File: config.mk
export PLATFORM = sky130hd
export DESIGN_NAME = word_tokenizer_fnv1a_hasher_unit
export DESIGN_NICKNAME = d
export VERILOG_FILES = /design/src/rtl/wtk_pkg.sv /design/src/rtl/word_tokenizer_fnv1a_hasher_unit.sv /design/src/rtl/wtk_delim_match.sv /design/src/rtl/wtk_word_engine.sv
export VERILOG_INCLUDE_DIRS = /design/src /design/src/rtl
export SDC_FILE = /design/constraint.sdc
export NUM_CORES = 1
export LEC_CHECK = 0
export BUFFER_PORTS_ARGS = -buffer_cell sky130_fd_sc_hd__buf_4
export CAP_MARGIN = 20
export CORE_MARGIN = 10
export CORE_UTILIZATION = 50
export DETAILED_ROUTE_END_ITERATION = 7
export GPL_ROUTABILITY_DRIVEN = 0
export MAX_ROUTING_LAYER = met4
export PLACE_DENSITY = 0.76
export SETUP_SLACK_MARGIN = 0.3
export SYNTH_ARGS = -nofsm -noshare
export SYNTH_HDL_FRONTEND = slang
export SYNTH_SLANG_ARGS = --single-unit
File: constraint.sdc
create_clock -name clock -period 7.13 [get_ports clock]
set_input_delay 1.0695 -clock clock [delete_from_list [all_inputs] [get_ports clock]]
set_output_delay 1.0695 -clock clock [all_outputs]
set_load 0.01 [all_outputs]
File: src/rtl/assert_macros.svh
// assertion macros shared by the rtl modules
`ifndef ASSERT_MACROS_SVH
`define ASSERT_MACROS_SVH

// concurrent assertion on a clock, switched off while reset is high
`define WTK_ASSERT(label, clk, rst, prop, msg) \
   label: assert property (@(posedge clk) disable iff (rst) (prop)) else $error(msg);

// concurrent assertion checked during reset as well
`define WTK_ASSERT_ALWAYS(label, clk, prop, msg) \
   label: assert property (@(posedge clk) (prop)) else $error(msg);

`endif

File: src/rtl/wtk_pkg.sv
// package with the shared types and constants of the word tokenizer hasher
`default_nettype none

package wtk_pkg;

   // fnv-1a 32-bit constants
   localparam logic [31:0] FNV_BASIS = 32'd2166136261;
   localparam logic [31:0] FNV_PRIME = 32'd16777619;

   // fixed line-end bytes
   localparam logic [7:0] CHAR_LF = 8'h0A;
   localparam logic [7:0] CHAR_CR = 8'h0D;

   // upper case range folded to lower case
   localparam logic [7:0] CHAR_UPPER_A = 8'h41;
   localparam logic [7:0] CHAR_UPPER_Z = 8'h5A;
   localparam logic [7:0] CASE_BIT     = 8'h20;

   // delimiter register
   localparam int          DELIM_SLOTS = 8;
   localparam logic [63:0] DELIM_RESET = 64'h0A3A3B3F212E2C20;

   // parameter defaults
   localparam int TABLE_SIZE_DEFAULT = 16384;
   localparam int WORD_LIMIT_DEFAULT = 100;

   // one input transaction
   typedef struct packed {
      logic [7:0] data_byte;
      logic       last_byte;
   } item_type;

endpackage

`default_nettype wire

File: src/rtl/word_tokenizer_fnv1a_hasher_unit.sv
// top level of the word tokenizer with fnv-1a hashing
//
//   channel  ports             direction  payload
//   req      req_valid/stall   in         data_byte, last_byte
//   rsp      rsp_valid/stall   out        word_hash, bucket_index, hashed_length
//   csr      csr_write_*       in         delimiter_list (64 bits, write only)
//
// one byte per cycle unless a held result is stalled; a result becomes valid after its closing byte is accepted
// (the byte waits in the input register, then the hash round loads the result register)
// the hash round against the word state is the loop that sets the rate
// synchronous active-high reset clears the word state and loads the default delimiters
// a stalled result holds its register; the input register still takes one more byte
`default_nettype none

`include "assert_macros.svh"

module word_tokenizer_fnv1a_hasher_unit
   import wtk_pkg::*;
#(
   parameter  int TABLE_SIZE = TABLE_SIZE_DEFAULT,
   parameter  int WORD_LIMIT = WORD_LIMIT_DEFAULT,
   localparam int BUCKET_W   = $clog2(TABLE_SIZE),
   localparam int LEN_W      = $clog2(WORD_LIMIT)
)
(
   input  logic                clock,
   input  logic                reset,
   input  logic                req_valid,
   output logic                req_stall,
   input  logic [7:0]          req_data_byte,
   input  logic                req_last_byte,
   output logic                rsp_valid,
   input  logic                rsp_stall,
   output logic [31:0]         rsp_word_hash,
   output logic [BUCKET_W-1:0] rsp_bucket_index,
   output logic [LEN_W-1:0]    rsp_hashed_length,
   input  logic                csr_write_enable,
   input  logic [63:0]         csr_write_data
);

   logic [63:0]         delim_ff;
   logic                in_valid_ff;
   item_type            in_item_ff;
   logic                rsp_valid_ff;
   logic [31:0]         rsp_hash_ff;
   logic [LEN_W-1:0]    rsp_len_ff;
   logic                advance, step, take, is_sep, emit;
   logic [31:0]         eng_hash;
   logic [LEN_W-1:0]    eng_len;

   // pipeline moves unless a held result is stalled
   assign advance   = !(rsp_valid_ff && rsp_stall);
   assign step      = advance && in_valid_ff;
   assign req_stall = in_valid_ff && !advance;
   assign take      = req_valid && !req_stall;

   // delimiter register
   always_ff @(posedge clock) begin
      if (reset) begin
         delim_ff <= DELIM_RESET;
      end else if (csr_write_enable) begin
         delim_ff <= csr_write_data;
      end
   end

   // input register
   always_ff @(posedge clock) begin
      if (reset) begin
         in_valid_ff <= 1'b0;
      end else if (advance || !in_valid_ff) begin
         in_valid_ff <= take;
      end
   end

   always_ff @(posedge clock) begin
      if (take) begin
         in_item_ff <= '{data_byte: req_data_byte, last_byte: req_last_byte};
      end
   end

   wtk_delim_match u_delim (
      .delimiter_list (delim_ff),
      .data_byte      (in_item_ff.data_byte),
      .is_sep         (is_sep)
   );

   wtk_word_engine #(
      .WORD_LIMIT (WORD_LIMIT)
   ) u_engine (
      .clock         (clock),
      .reset         (reset),
      .step          (step),
      .item          (in_item_ff),
      .is_sep        (is_sep),
      .emit          (emit),
      .word_hash     (eng_hash),
      .hashed_length (eng_len)
   );

   // result register
   always_ff @(posedge clock) begin
      if (reset) begin
         rsp_valid_ff <= 1'b0;
      end else if (advance) begin
         rsp_valid_ff <= step && emit;
      end
   end

   always_ff @(posedge clock) begin
      if (step && emit) begin
         rsp_hash_ff <= eng_hash;
         rsp_len_ff  <= eng_len;
      end
   end

   assign rsp_valid         = rsp_valid_ff;
   assign rsp_word_hash     = rsp_hash_ff;
   assign rsp_bucket_index  = rsp_hash_ff[BUCKET_W-1:0];
   assign rsp_hashed_length = rsp_len_ff;

   `WTK_ASSERT(a_len_in_range, clock, reset,
      rsp_valid_ff |-> (rsp_len_ff <= LEN_W'(WORD_LIMIT - 1)), "result length out of range")
   `WTK_ASSERT(a_stall_needs_item, clock, reset,
      (in_valid_ff && rsp_valid_ff && rsp_stall) |=> in_valid_ff, "queued byte dropped")
   `WTK_ASSERT(a_rsp_hold, clock, reset,
      (rsp_valid_ff && rsp_stall) |=> (rsp_valid_ff && $stable(rsp_hash_ff)),
      "stalled result changed")

endmodule

`default_nettype wire

File: src/rtl/wtk_delim_match.sv
// separator detection against line ends and the delimiter list
`default_nettype none

module wtk_delim_match
   import wtk_pkg::*;
(
   input  logic [63:0] delimiter_list,
   input  logic [7:0]  data_byte,
   output logic        is_sep
);

   logic [DELIM_SLOTS-1:0] slot_hit;
   logic [DELIM_SLOTS-1:0] slot_live;

   // a slot counts only while no earlier slot held a zero byte
   always_comb begin
      slot_live[0] = 1'b1;
      for (int i = 1; i < DELIM_SLOTS; i++) begin
         slot_live[i] = slot_live[i-1] && (delimiter_list[8*(i-1) +: 8] != 8'h00);
      end
   end

   // per-slot compare, zero terminates the list
   always_comb begin
      for (int i = 0; i < DELIM_SLOTS; i++) begin
         slot_hit[i] = slot_live[i] && (delimiter_list[8*i +: 8] != 8'h00)
                       && (delimiter_list[8*i +: 8] == data_byte);
      end
   end

   assign is_sep = (data_byte == CHAR_LF) || (data_byte == CHAR_CR) || (|slot_hit);

endmodule

`default_nettype wire

File: src/rtl/wtk_word_engine.sv
// word state and fnv-1a hash update, one byte per step
`default_nettype none

`include "assert_macros.svh"

module wtk_word_engine
   import wtk_pkg::*;
#(
   parameter  int WORD_LIMIT = WORD_LIMIT_DEFAULT,
   localparam int LEN_W      = $clog2(WORD_LIMIT)
)
(
   input  logic             clock,
   input  logic             reset,
   input  logic             step,
   input  item_type         item,
   input  logic             is_sep,
   output logic             emit,
   output logic [31:0]      word_hash,
   output logic [LEN_W-1:0] hashed_length
);

   localparam logic [LEN_W-1:0] KEEP_MAX = LEN_W'(WORD_LIMIT - 1);

   logic [31:0]      hash_ff, hash_in, hash_nx, hash_mix;
   logic [LEN_W-1:0] slen_ff, slen_in, slen_nx;
   logic [LEN_W-1:0] hcnt_ff, hcnt_in, hcnt_nx;
   logic             zs_ff, zs_in, zs_nx;
   logic             keep, upd, clear;
   logic [7:0]       folded;

   // lower-case fold of A..Z only
   always_comb begin
      if (item.data_byte >= CHAR_UPPER_A && item.data_byte <= CHAR_UPPER_Z) begin
         folded = item.data_byte | CASE_BIT;
      end else begin
         folded = item.data_byte;
      end
   end

   // one fnv-1a round, xor then constant multiply
   assign hash_mix = 32'((hash_ff ^ {24'h000000, folded}) * FNV_PRIME);

   // byte bookkeeping for the running word
   always_comb begin
      keep    = !is_sep && (slen_ff < KEEP_MAX);
      zs_nx   = zs_ff || (keep && (item.data_byte == 8'h00));
      upd     = keep && !zs_nx;
      slen_nx = keep ? slen_ff + 1'b1 : slen_ff;
      hcnt_nx = upd ? hcnt_ff + 1'b1 : hcnt_ff;
      hash_nx = upd ? hash_mix : hash_ff;
   end

   // word ends on a separator or at the stream end, only when nonempty
   assign emit          = (slen_nx != '0) && (is_sep || item.last_byte);
   assign clear         = emit || item.last_byte;
   assign word_hash     = hash_nx;
   assign hashed_length = hcnt_nx;

   // next state, back to the basis after a word or the last byte
   always_comb begin
      if (clear) begin
         hash_in = FNV_BASIS;
         slen_in = '0;
         hcnt_in = '0;
         zs_in   = 1'b0;
      end else begin
         hash_in = hash_nx;
         slen_in = slen_nx;
         hcnt_in = hcnt_nx;
         zs_in   = zs_nx;
      end
   end

   // state registers
   always_ff @(posedge clock) begin
      if (reset) begin
         hash_ff <= FNV_BASIS;
         slen_ff <= '0;
         hcnt_ff <= '0;
         zs_ff   <= 1'b0;
      end else if (step) begin
         hash_ff <= hash_in;
         slen_ff <= slen_in;
         hcnt_ff <= hcnt_in;
         zs_ff   <= zs_in;
      end
   end

   `WTK_ASSERT(a_hcnt_le_slen, clock, reset, hcnt_ff <= slen_ff, "hashed count above word length")
   `WTK_ASSERT(a_zero_nonempty, clock, reset, !zs_ff || (slen_ff != '0), "zero flag on empty word")
   `WTK_ASSERT(a_last_clears, clock, reset,
      (step && item.last_byte) |=> ((slen_ff == '0) && (hash_ff == FNV_BASIS)),
      "state not cleared after last byte")

endmodule

`default_nettype wire
==> results.txt, run 1 <==
The final setup TNS is 0 ns. The antenna violation net count after detailed routing is 0. The number of antenna diodes came out at 0.

The top fanout value on the critical path is 8. The required arrival time at the worst endpoint came out at 7.32 ns. The worst slew slack as a fraction of its limit is 27.83%.

Traced cell by cell, the critical path runs through nor4_2 -> nand2_1 -> a21oi_2 -> xnor2_2 -> ha_1 -> ha_1 -> fa_1 -> ha_1 -> fa_1 -> ha_1 -> inv_1 -> fa_1 -> inv_1 -> ha_1 -> and3_1 -> nand3_1 -> o21a_1 -> o31a_1 -> a311oi_2 -> a211o_1 -> a21oi_1 -> o21ai_0 -> xor2_1 -> mux2_2. For this design, the sink count on the clock tree is 161. In this run the critical register-to-register path is captured at rsp_word_hash[30]. The DRC violations left is 0. The largest net degree at the start of global routing came out at 65.

Counting I/O delays and the setup requirement, the final critical path takes 6.608 ns. After detailed routing, the average wire length per cell comes to 18.01 um. For the final database, setup skew stands at 0.01780 ns. The register-to-register setup slack came out at 0.52 ns.

The number of stages on the worst hold path is 2. The total wirelength of the detailed-routed design is 32270 um. The final net count came out at 1789. The run finished with clean final reports. In this run, CTS created clock tree buffers numbering 17. In the final layout, the multi-input gates occupy 8094 um2. The total routing resource utilization after global routing is 19.99%. The total number of H-tree levels came out at 4. In the synthesized netlist the async set-or-reset flop fraction comes to 0%. Setup repair after global routing left no endpoint under its margin. The commonest cells after synthesis are 221 x sky130_fd_sc_hd__inv_1, 188 x sky130_fd_sc_hd__ha_1, 113 x sky130_fd_sc_hd__dfxtp_1. Ranked by total cell area, the synthesized netlist is headed by sky130_fd_sc_hd__ha_1 18%, sky130_fd_sc_hd__dfxtp_1 18%, sky130_fd_sc_hd__fa_1 12%, sky130_fd_sc_hd__edfxtp_1 11%, sky130_fd_sc_hd__inv_1 6.4%. STA classifies the critical path startpoint as a register.

The wire length of the first global-routing pass came out at 51740 um. The worst-path cell with the longest stage delay is sky130_fd_sc_hd__edfxtp_1. The initial antenna violation count came to 0. Compared with the post-synthesis result, the final layout area differs by 14.96%. The clock network latency to the later pin of the worst-skew pair came out at 0.45 ns. Of all cell types, the one taking the most synthesized area is sky130_fd_sc_hd__ha_1. The core outline area came out at 25250 um2.

The number of search-and-repair iterations in the first detailed-routing pass came out at 6. For hold timing, the worst endpoint is rsp_valid. After clock tree synthesis, the clock-pin slew on the worst setup and hold paths is 0.07 ns. The initial core utilization is 51.01%. The number of rows in the core area came out at 58.

The average cell area after synthesis came out at 9.670 um2. The number of buffers added on ports is 132. The total via count in the routed design is 9760. For the pin with the worst max-slew slack, the measured transition is 1.083 ns. The critical path data arrival time is 6.80 ns. The number of nets produced by synthesis came out at 1672. The via density per instance is 5.446. The worst stage delay on the critical path came out at 0.54 ns. The number of fill cells came out at 2133. The Yosys warning count came out at 0. The detailed router finished its first iteration with 684 violations. The final number of hold-violating endpoints came to 0. The count of flip-flops with a built-in enable after synthesis is 48. Setup violations remaining at the end of the flow were counted as 0. The main flop type after synthesis is sky130_fd_sc_hd__dfxtp_1. The startpoint identified for the worst hold timing path is rsp_valid. The top-area cell type share of the netlist area is 18.26%. The vertical die dimension came out at 180.5 um.

In this run the deepest clock path goes through 2 buffers. The critical register-to-register path startpoint is in_item_ff[1]. CTS placed an instance of sky130_fd_sc_hd__clkbuf_16 at the clock tree root. After legalization and detailed placement, the total HPWL measured 24640 um. STA classifies the critical path endpoint as a register. The via count of the first global-routing pass came out at 9961. TritonCTS built the clock tree. The depth of the worst register-to-register path is 24.

In the finished design, the share of the clock period the worst path needs comes to 92.69%. The sequential cell area is 3704 um2. The count of final max-slew check failures is 0.

The min-delay analysis places its worst path in the category register to register. The number of maximum-capacitance violations is 0. Of the cells placed in the final design, the portion with a size suffix greater than 1 is 14.02%.

For this run, the register share of the synthesized area comes to 28.75%. The number of I/O pins is 133. The worst setup path is of the register to register kind. Synthesis instantiated 63 different standard cells from the library.

The die extent in x came out at 180.5 um. In this run, synthesis produced a sequential element count of 161. The total congestion overflow is 0. The maximum clock frequency is 151.3 MHz. The number of hold buffers added after cts came out at 0. The post-synthesis instance total came out at 1332. The most instantiated library cell after synthesis is sky130_fd_sc_hd__inv_1. The area of the mapped netlist is 12880 um2. The floorplan step defined a die boundary enclosing 32580 um2. The dominant cell type by count on the critical path is sky130_fd_sc_hd__ha_1.
timing repair:
item	in CTS	in global routing
buffers inserted	0	4
resized for setup	0	7
setup endpoints to repair	0	13
logic make-up (layout without fill, tap and decap cells):
group,after synthesis,count (layout),synth area share [%]
buffers and inverters,275,405,8.703
XOR/XNOR,125,125,8.499
AND/OR/NAND/NOR,283,283,10.11
adder cells (fa/ha/maj),262,262,29.76
AO/OA/AOI/OAI,156,156,8.674
flip-flops,161,161,28.75
multiplexers,70,70,5.498
state kept, by name (all words and copies together) (netlist names):
name and count:
in_valid_ff 1, u_engine.hcnt_ff 7, u_engine.zs_ff 1, u_engine.hash_ff 32, delim_ff 64, rsp_word_hash 32
rsp_valid 1, rsp_hashed_length 7, in_item_ff 9, u_engine.slen_ff 7
cells in the final DEF (no fill, tap or decap), types with 5 or more instances in the layout:
master                      netlist  layout
sky130_fd_sc_hd__nor2_1          79      79
sky130_fd_sc_hd__clkbuf_16        0      17
sky130_fd_sc_hd__a22o_1          19      19
sky130_fd_sc_hd__a31oi_1          7       7
sky130_fd_sc_hd__fa_1            74      74
sky130_fd_sc_hd__nand3_1         16      16
sky130_fd_sc_hd__a21o_1          16      16
sky130_fd_sc_hd__nor4_1          32      31
sky130_fd_sc_hd__inv_8            0       5
sky130_fd_sc_hd__nand2_1        108     108
sky130_fd_sc_hd__o21ai_0         33      32
sky130_fd_sc_hd__o21a_1           8       8
sky130_fd_sc_hd__buf_4           20     151
sky130_fd_sc_hd__nor3_1           8       8
sky130_fd_sc_hd__xnor2_1         38      36
sky130_fd_sc_hd__o22a_1          12      12
sky130_fd_sc_hd__a21oi_1         24      23
sky130_fd_sc_hd__ha_1           188     188
sky130_fd_sc_hd__nand4_1          8       8
sky130_fd_sc_hd__xor2_1          87      87
sky130_fd_sc_hd__inv_1          221     220
sky130_fd_sc_hd__dfxtp_1        113     113
sky130_fd_sc_hd__mux2i_1         66      66
sky130_fd_sc_hd__edfxtp_1        48      48
sky130_fd_sc_hd__and2_1           5       5
per-layer routing:
layer	global-route usage, %	up-vias	part of all wire [%]
li1	-	4684	-
met1	24.70	4701	43
met2	32.16	313	48
met3	3.594	62	5.6
met4	7.185	0	2.7
met5	-	-	0
worst max-delay path by stage:
stage / cells past startpoint / start / to / slack [ns]
after floorplan: 24 / in_item_ff[1] / rsp_word_hash[30] / 0.85
after global placement: 23 / in_item_ff[1] / rsp_word_hash[30] / 0.50
after detailed placement: 23 / in_item_ff[1] / rsp_word_hash[30] / 0.39
after CTS: 24 / in_item_ff[1] / rsp_word_hash[30] / 0.37
after global routing: 24 / in_item_ff[1] / rsp_word_hash[30] / 0.23
final: 24 / in_item_ff[1] / rsp_word_hash[30] / 0.52
stage by stage:
| step | cell area (um2) | instances | utilization (%) | worst slack [ns] | hold WS (ns) |
|---|---|---|---|---|---|
| after floorplan | 12880 | 1332 | - | 0.8539 | 0.4646 |
| after global placement | 14110 | 1755 | 55.86 | 0.4992 | 0.4872 |
| after detailed placement | 14110 | 1755 | 55.86 | 0.3854 | 0.5022 |
| after CTS | 14710 | 1787 | 58.26 | 0.3698 | 0.5175 |
| after global routing | 14810 | 1792 | 58.64 | 0.2288 | 0.5545 |
| final | 14810 | 1792 | 58.64 | 0.5215 | 0.5181 |
area by class of cell:
class	instances	area share, %
Clock inverter	15	1.225
Tap cell	330	2.788
Inverter	221	5.602
Sequential cell	161	25.01
Clock buffer	17	2.873
Multi-Input combinational cell	896	54.66
Timing Repair Buffer	152	7.841
critical path: cells and delay by family (launching register included):
family | cells | cell delay, ns
adders and majority gates | 8 | 2.91
muxes | 1 | 0.27
xor gates and xnor gates | 2 | 0.28
DFF | 1 | 0.54
and+or+nand+nor | 4 | 0.81
AOI/OAI and AO/OA | 7 | 1.45
buffers and inverters | 2 | 0.09
Power of run 1 is not shown: default switching activity piles up to over one toggle a cycle in this logic, so the estimate is an artifact.
==> run 2: changes to the inputs <==
--- a/config.mk
+++ b/config.mk
@@ -12,7 +12,6 @@
 export CORE_UTILIZATION = 50
 export DETAILED_ROUTE_END_ITERATION = 7
 export GPL_ROUTABILITY_DRIVEN = 0
-export MAX_ROUTING_LAYER = met4
 export PLACE_DENSITY = 0.76
 export SETUP_SLACK_MARGIN = 0.3
 export SYNTH_ARGS = -nofsm -noshare
==> run 2 against run 1 <==
Design area unchanged. Global-route usage decreased by 0.56 points. Critical path depth unchanged.
==> results.txt, run 2 (synthesized netlist as in run 1, its figures left out) <==
The run finished with clean final reports. The non-filler instance count after layout came to 1792 (unchanged). The most critical setup path has its startpoint at in_item_ff[1].

The final critical path time including I/O delays and setup is 6.597 ns (-0.01119 ns). The clock network latency to the later pin of the worst-skew pair came out at 0.45 ns (about the same). The DRC violations left is 0 (unchanged). The CTS sink count was 161 (unchanged).

The worst-path cell with the longest stage delay is sky130_fd_sc_hd__edfxtp_1. The largest register by flop count is delim_ff. On the critical path the largest part of the delay comes from adder cells.

The antenna violation net count after detailed routing came to 0 (unchanged). The count of buffer and inverter cells on the critical path came out at 2 (unchanged). The required arrival time at the worst endpoint is 7.32 ns (about the same). The TritonCTS buffer count is 17 (unchanged).

The detailed-route wire length per cell was 18.03 um (+0.14%). Walking the worst path, the cells encountered are nor4_2 -> nand2_1 -> a21oi_2 -> xnor2_2 -> ha_1 -> ha_1 -> fa_1 -> ha_1 -> fa_1 -> ha_1 -> inv_1 -> fa_1 -> inv_1 -> ha_1 -> and3_1 -> nand3_1 -> o21a_1 -> o31a_1 -> a311oi_2 -> a211o_1 -> a21oi_1 -> o21ai_0 -> xor2_1 -> mux2_2. Setup repair after global routing left no endpoint under its margin. The TritonCTS clock tree is built. The final setup TNS is 0 ns (unchanged).

The worst register-to-register path ends at rsp_word_hash[30]. In this run the critical register-to-register path is launched from in_item_ff[1]. The number of DRC violations after detailed-routing iteration 0 came to 662 (-3.2%). The total routing resource utilization after global routing is 19.43% (-0.56 points). The HPWL reported at the end of detailed placement is 24640 um (unchanged). The depth of the worst register-to-register path came to 24 (unchanged).

The flip-flop count of the largest register, all copies and words added is 64 (unchanged). The number of maximum-capacitance violations is 0 (unchanged). The post-layout instance area is 14810 um2 (unchanged). The category of the worst setup path launch point is a register. The number of rows in the core area came out at 58 (unchanged).

The critical path data arrival time came out at 6.79 ns (about the same). The final worst clock skew came out at 0.02178 ns (+0.003985 ns). The number of I/O pins is 133 (unchanged). The library cell used most frequently in the layout, excluding fill and tap cells, is sky130_fd_sc_hd__inv_1. The layout cell share with drive strength beyond 1 came out at 14.02% (unchanged). The count of final max-slew check failures came out at 0 (unchanged).

The via count of the first global-routing pass is 9973 (+0.12%). The number of antenna diodes came out at 0 (unchanged). The beginning of the worst hold path is rsp_valid. The initial core utilization came out at 51.01% (unchanged). The register clock-pin slew on the reported worst setup and hold paths is 0.07 ns (about the same). The vertical die dimension came to 180.5 um (unchanged). The via density per instance is 5.419 (-0.51%). The slew at the pin closest to its max-slew limit came out at 1.101 ns (+0.01845 ns). The number of fill cells is 2133 (unchanged).

The die extent in x is 180.5 um (unchanged). The number of placed instances, taps included came out at 1755 (unchanged). The worst slew slack as a fraction of its limit is 26.60% (-1.2 points). The total wirelength of the detailed-routed design is 32320 um (+0.14%). The maximum count of clock buffers along a single path came to 2 (unchanged). The number of search-and-repair iterations in the first detailed-routing pass is 5 (-1). The core occupancy in the finished layout came out at 58.64% (unchanged).

The final net count is 1789 (unchanged). The number of buffers added on ports came out at 132 (unchanged). The maximum clock frequency came out at 151.6 MHz (+0.17%). The total via count in the routed design came out at 9710 (-0.51%).

The total congestion overflow is 0 (unchanged). The cell chosen for the clock root is sky130_fd_sc_hd__clkbuf_16. The final number of hold-violating endpoints is 0 (unchanged). The initial antenna violation count is 0 (unchanged). The wire length of the first global-routing pass came out at 51740 um (unchanged). The standard cell area after detailed placement is 14110 um2 (unchanged). The worst setup path is captured at a register. The layout overhead on the synthesized area came out at 14.96% (unchanged).

The largest net degree at the start of global routing is 65 (unchanged). The worst setup path endpoint is rsp_word_hash[30]. The final count of negative-setup-slack endpoints came out at 0 (unchanged). By instance count, the cell type seen most on the critical path is sky130_fd_sc_hd__ha_1. The total number of H-tree levels came out at 4 (unchanged). In this run the worst hold path is classified as register to register. The kind of critical path is register to register.

The cell depth of the worst setup path is 24 (unchanged). The fraction of the cycle the final worst path needs came out at 92.53% (-0.16 points). The worst stage delay on the critical path was 0.54 ns (about the same). The top fanout value on the critical path was 8 (unchanged). The die area came to 32580 um2 (unchanged). The register-to-register setup slack is 0.53 ns (about the same). The core outline area came out at 25250 um2 (unchanged).

Leaving out fill and tap cells, the most frequent cells in the layout are 220 x sky130_fd_sc_hd__inv_1, 188 x sky130_fd_sc_hd__ha_1, 151 x sky130_fd_sc_hd__buf_4, 113 x sky130_fd_sc_hd__dfxtp_1, 108 x sky130_fd_sc_hd__nand2_1.
==> run 2: cell counts in the layout (fill, tap and decap cells not counted) <==
No cell type changed its count.
==> run 2: worst min-delay path by stage <==
stage | endpoint | cells after the start
3_5_place_dp | u_engine.slen_ff[6] | 2
4_1_cts | u_engine.slen_ff[6] | 2
6_report | rsp_valid | 2
5_1_grt | u_engine.zs_ff | 2
2_1_floorplan | u_engine.zs_ff | 2
3_3_place_gp | u_engine.zs_ff | 2
==> run 2: layer usage <==
metal  vias to the layer above  GRT usage [%]  share of wire, %
li1                       4677              -                 -
met1                      4708          24.44                44
met2                       269          32.22                48
met3                        56          3.896               5.4
met4                         0          7.185               2.6
met5                         -              0                 0
==> run 2: what timing repair did <==
item / in CTS / in global routing
gates resized for setup: 0 / 7
hold buffers: 0 / 0
setup endpoints to repair: 0 / 13
buffers inserted: 0 / 4
==> run 2: final cells by class <==
class                      instances  area (um2)  area share, %
inverter                         221       829.5          5.602
clock buffer                      17       425.4          2.873
clock inverter                    15       181.4          1.225
multi-input combinational        896        8094          54.66
sequential                       161        3704          25.01
tap                              330       412.9          2.788
timing repair buffer             152        1161          7.841
==> run 2: per-stage QoR <==
stage / hold WS (ns) / worst slack (ns)
after detailed placement: 0.5022 / 0.3854
after global placement: 0.4872 / 0.4992
after floorplan: 0.4646 / 0.8539
after CTS: 0.5175 / 0.3698
after global routing: 0.5545 / 0.2289
final: 0.5182 / 0.5327
==> run 2: worst register-to-register path, delay by kind of cell (launching register included) <==
kind	cells	cell delay [ns]
flip-flops	1	0.54
buffers and inverters	2	0.09
AO/OA/AOI/OAI	7	1.45
multiplexers	1	0.27
adder cells (fa/ha/maj)	8	2.91
AND/OR/NAND/NOR	4	0.81
XOR/XNOR	2	0.28
Power of run 2 is left out for the same reason.
==> run 3: changes to the inputs <==
--- a/config.mk
+++ b/config.mk
@@ -9,10 +9,10 @@
 export BUFFER_PORTS_ARGS = -buffer_cell sky130_fd_sc_hd__buf_4
 export CAP_MARGIN = 20
 export CORE_MARGIN = 10
-export CORE_UTILIZATION = 50
+export CORE_UTILIZATION = 55
 export DETAILED_ROUTE_END_ITERATION = 7
 export GPL_ROUTABILITY_DRIVEN = 0
-export PLACE_DENSITY = 0.76
+export PLACE_DENSITY = 0.82
 export SETUP_SLACK_MARGIN = 0.3
 export SYNTH_ARGS = -nofsm -noshare
 export SYNTH_HDL_FRONTEND = slang
==> run 3 against run 2 <==
Cell count down 0.84%. Core utilization up 6.2 points. Wire length up 1.0%. Setup slack better by 0.053 ns.
==> results.txt, run 3 (synthesized netlist as in run 1, its figures left out) <==
The HPWL reported at the end of detailed placement is 24760 um (+0.45%). The final setup TNS was 0 ns (unchanged). The core occupancy in the finished layout was 64.82% (+6.2 points). The total number of H-tree levels came out at 4 (unchanged). The total wirelength of the detailed-routed design was 32650 um (+1.0%). The depth of the worst register-to-register path is 26 (+8.3%). The category of the worst setup path launch point is a register.

The via count of the first global-routing pass is 10.34k (+3.6%). The flow ran to the end, and the final reports show no timing, DRC or antenna violations. The critical path in this run is classified as register to register. The DRC violations left is 0 (unchanged).

Setup repair after global routing left no endpoint under its margin. The flip-flop count of the largest register, all copies and words added is 64 (unchanged). The final count of negative-setup-slack endpoints came out at 0 (unchanged). STA classifies the critical path endpoint as a register. The standard cell area after detailed placement came to 14110 um2 (about the same). The total routing resource utilization after global routing came out at 21.32% (+1.9 points). The root buffer cell chosen for the clock tree is sky130_fd_sc_hd__clkbuf_16. The total congestion overflow came out at 0 (unchanged). The layout cell share with drive strength beyond 1 is 14.21% (+0.19 points).

The final net count was 1791 (+0.11%). The final critical path time including I/O delays and setup is 6.545 ns (-0.05274 ns). The CTS sink count came out at 161 (unchanged). The non-filler instance count after layout is 1777 (-0.84%).

The wire length of the first global-routing pass came out at 52450 um (+1.4%). The antenna violation net count after detailed routing came out at 0 (unchanged). The maximum clock frequency came out at 152.8 MHz (+0.81%).

The via density per instance came out at 5.581 (+3.0%). The vertical die dimension came out at 173.0 um (-4.1%). The detailed-route wire length per cell is 18.37 um (+1.9%).

TritonCTS built the clock tree. The clock network latency to the later pin of the worst-skew pair was 0.46 ns (about the same). The register clock-pin slew on the reported worst setup and hold paths came out at 0.08 ns (about the same). The slew at the pin closest to its max-slew limit came out at 1.124 ns (+0.02281 ns). The die extent in x is 173.0 um (-4.1%). The initial antenna violation count came out at 0 (unchanged). The most frequent standard cell in the layout excluding fill and tap cells is sky130_fd_sc_hd__inv_1. The largest net degree at the start of global routing came out at 65 (unchanged). The TritonCTS buffer count was 17 (unchanged). The maximum count of clock buffers along a single path came out at 2 (unchanged).

The number of stages on the worst hold path came out at 2 (unchanged). The largest register by flop count is delim_ff. The die area came out at 29940 um2 (-8.1%). The fraction of the cycle the final worst path needs is 91.79% (-0.74 points). The worst slew slack as a fraction of its limit is 25.00% (-1.6 points).

The critical path data arrival time is 6.74 ns (-0.05 ns). The top fanout value on the critical path came to 7 (-1). The number of buffers added on ports is 132 (unchanged). In this run the worst hold path is classified as register to register. The number of I/O pins came out at 133 (unchanged). The initial core utilization is 56.38% (+5.4 points). The number of rows in the core area was 55 (-5.2%).

The number of antenna diodes came out at 0 (unchanged). The post-layout instance area is 14810 um2 (about the same). The number of DRC violations after detailed-routing iteration 0 is 679 (+2.6%). The total via count in the routed design came out at 9918 (+2.1%).

The number of hold buffers added after cts is 0 (unchanged). The number of search-and-repair iterations in the first detailed-routing pass came out at 5 (unchanged). The count of final max-slew check failures came to 0 (unchanged). The layout overhead on the synthesized area is 14.98% (about the same). The required arrival time at the worst endpoint came out at 7.33 ns (about the same). The final number of hold-violating endpoints is 0 (unchanged).

The number of placed instances, taps included came to 1742 (-0.74%). Leaving out fill and tap cells, the most frequent cells in the layout are 220 x sky130_fd_sc_hd__inv_1, 186 x sky130_fd_sc_hd__ha_1, 154 x sky130_fd_sc_hd__buf_4, 113 x sky130_fd_sc_hd__dfxtp_1, 108 x sky130_fd_sc_hd__nand2_1. The final worst clock skew is 0.02178 ns (-0.000008000 ns). The number of maximum-capacitance violations came out at 0 (unchanged).

The core outline area was 22850 um2 (-9.5%).
run 3: cell count changes in the layout (fill, tap and decap cells not counted), sizes merged:
cell  delta
buf      +2
run 3: per-layer routing:
metal | share of wire (%) | GRT usage (%) | vias to the layer above | routed length (um)
met1 | 41 | 25.99 | 4738 | 13490
li1 | - | - | 4690 | -
met2 | 48 | 36.16 | 397 | 15780
met5 | 0 | 0 | - | 0
met3 | 6.9 | 4.574 | 93 | 2262
met4 | 3.4 | 8.049 | 0 | 1116
run 3: timing repair:
action / CTS / global route
resized for setup: 0 / 12
buffers inserted: 0 / 3
endpoints found under the setup margin: 0 / 6
endpoints found under the hold margin: 0 / 0
run 3: per-stage QoR:
stage                     setup slack (ns)  hold slack, ns
final                               0.5855          0.5207
after global routing                0.2745          0.5636
after CTS                           0.4013          0.5239
after detailed placement            0.4768          0.5112
after global placement              0.6240          0.4860
after floorplan                     0.8539          0.4646
run 3: layout make-up:
cell class	instances	area, um2
sequential	161	3704
tap	313	391.6
timing repair buffer	154	1156
clock inverter	15	198.9
multi-input combinational	896	8105
clock buffer	17	425.4
inverter	221	829.5
fill	1734	8036
run 3: final timing paths:
path / start / end / slack (ns)
max: in_item_ff[8] / rsp_word_hash[30] / 0.59
min: rsp_valid / rsp_valid / 0.52
max reg2reg: in_item_ff[8] / rsp_word_hash[30] / 0.59
min reg2reg: rsp_valid / rsp_valid / 0.52
run 3: worst max-delay path, cell delays in order (launching register included):
cell and delay [ns]:
sky130_fd_sc_hd__edfxtp_1 0.57, sky130_fd_sc_hd__xor2_1 0.26, sky130_fd_sc_hd__buf_4 0.20, sky130_fd_sc_hd__ha_1 0.21
sky130_fd_sc_hd__ha_1 0.16, sky130_fd_sc_hd__inv_1 0.05, sky130_fd_sc_hd__fa_1 0.38, sky130_fd_sc_hd__inv_1 0.08
sky130_fd_sc_hd__ha_1 0.14, sky130_fd_sc_hd__inv_1 0.06, sky130_fd_sc_hd__fa_1 0.54, sky130_fd_sc_hd__inv_1 0.05
sky130_fd_sc_hd__ha_1 0.26, sky130_fd_sc_hd__inv_1 0.05, sky130_fd_sc_hd__fa_1 0.53, sky130_fd_sc_hd__inv_1 0.05
sky130_fd_sc_hd__ha_1 0.37, sky130_fd_sc_hd__a21o_1 0.23, sky130_fd_sc_hd__a21oi_1 0.17, sky130_fd_sc_hd__o21ai_0 0.20
sky130_fd_sc_hd__a2111oi_2 0.59, sky130_fd_sc_hd__a311oi_4 0.11, sky130_fd_sc_hd__a211o_1 0.35, sky130_fd_sc_hd__a21oi_1 0.16
sky130_fd_sc_hd__o21ai_1 0.09, sky130_fd_sc_hd__xor2_1 0.16, sky130_fd_sc_hd__mux2_2 0.28
Power of run 3 is left out for the same reason.
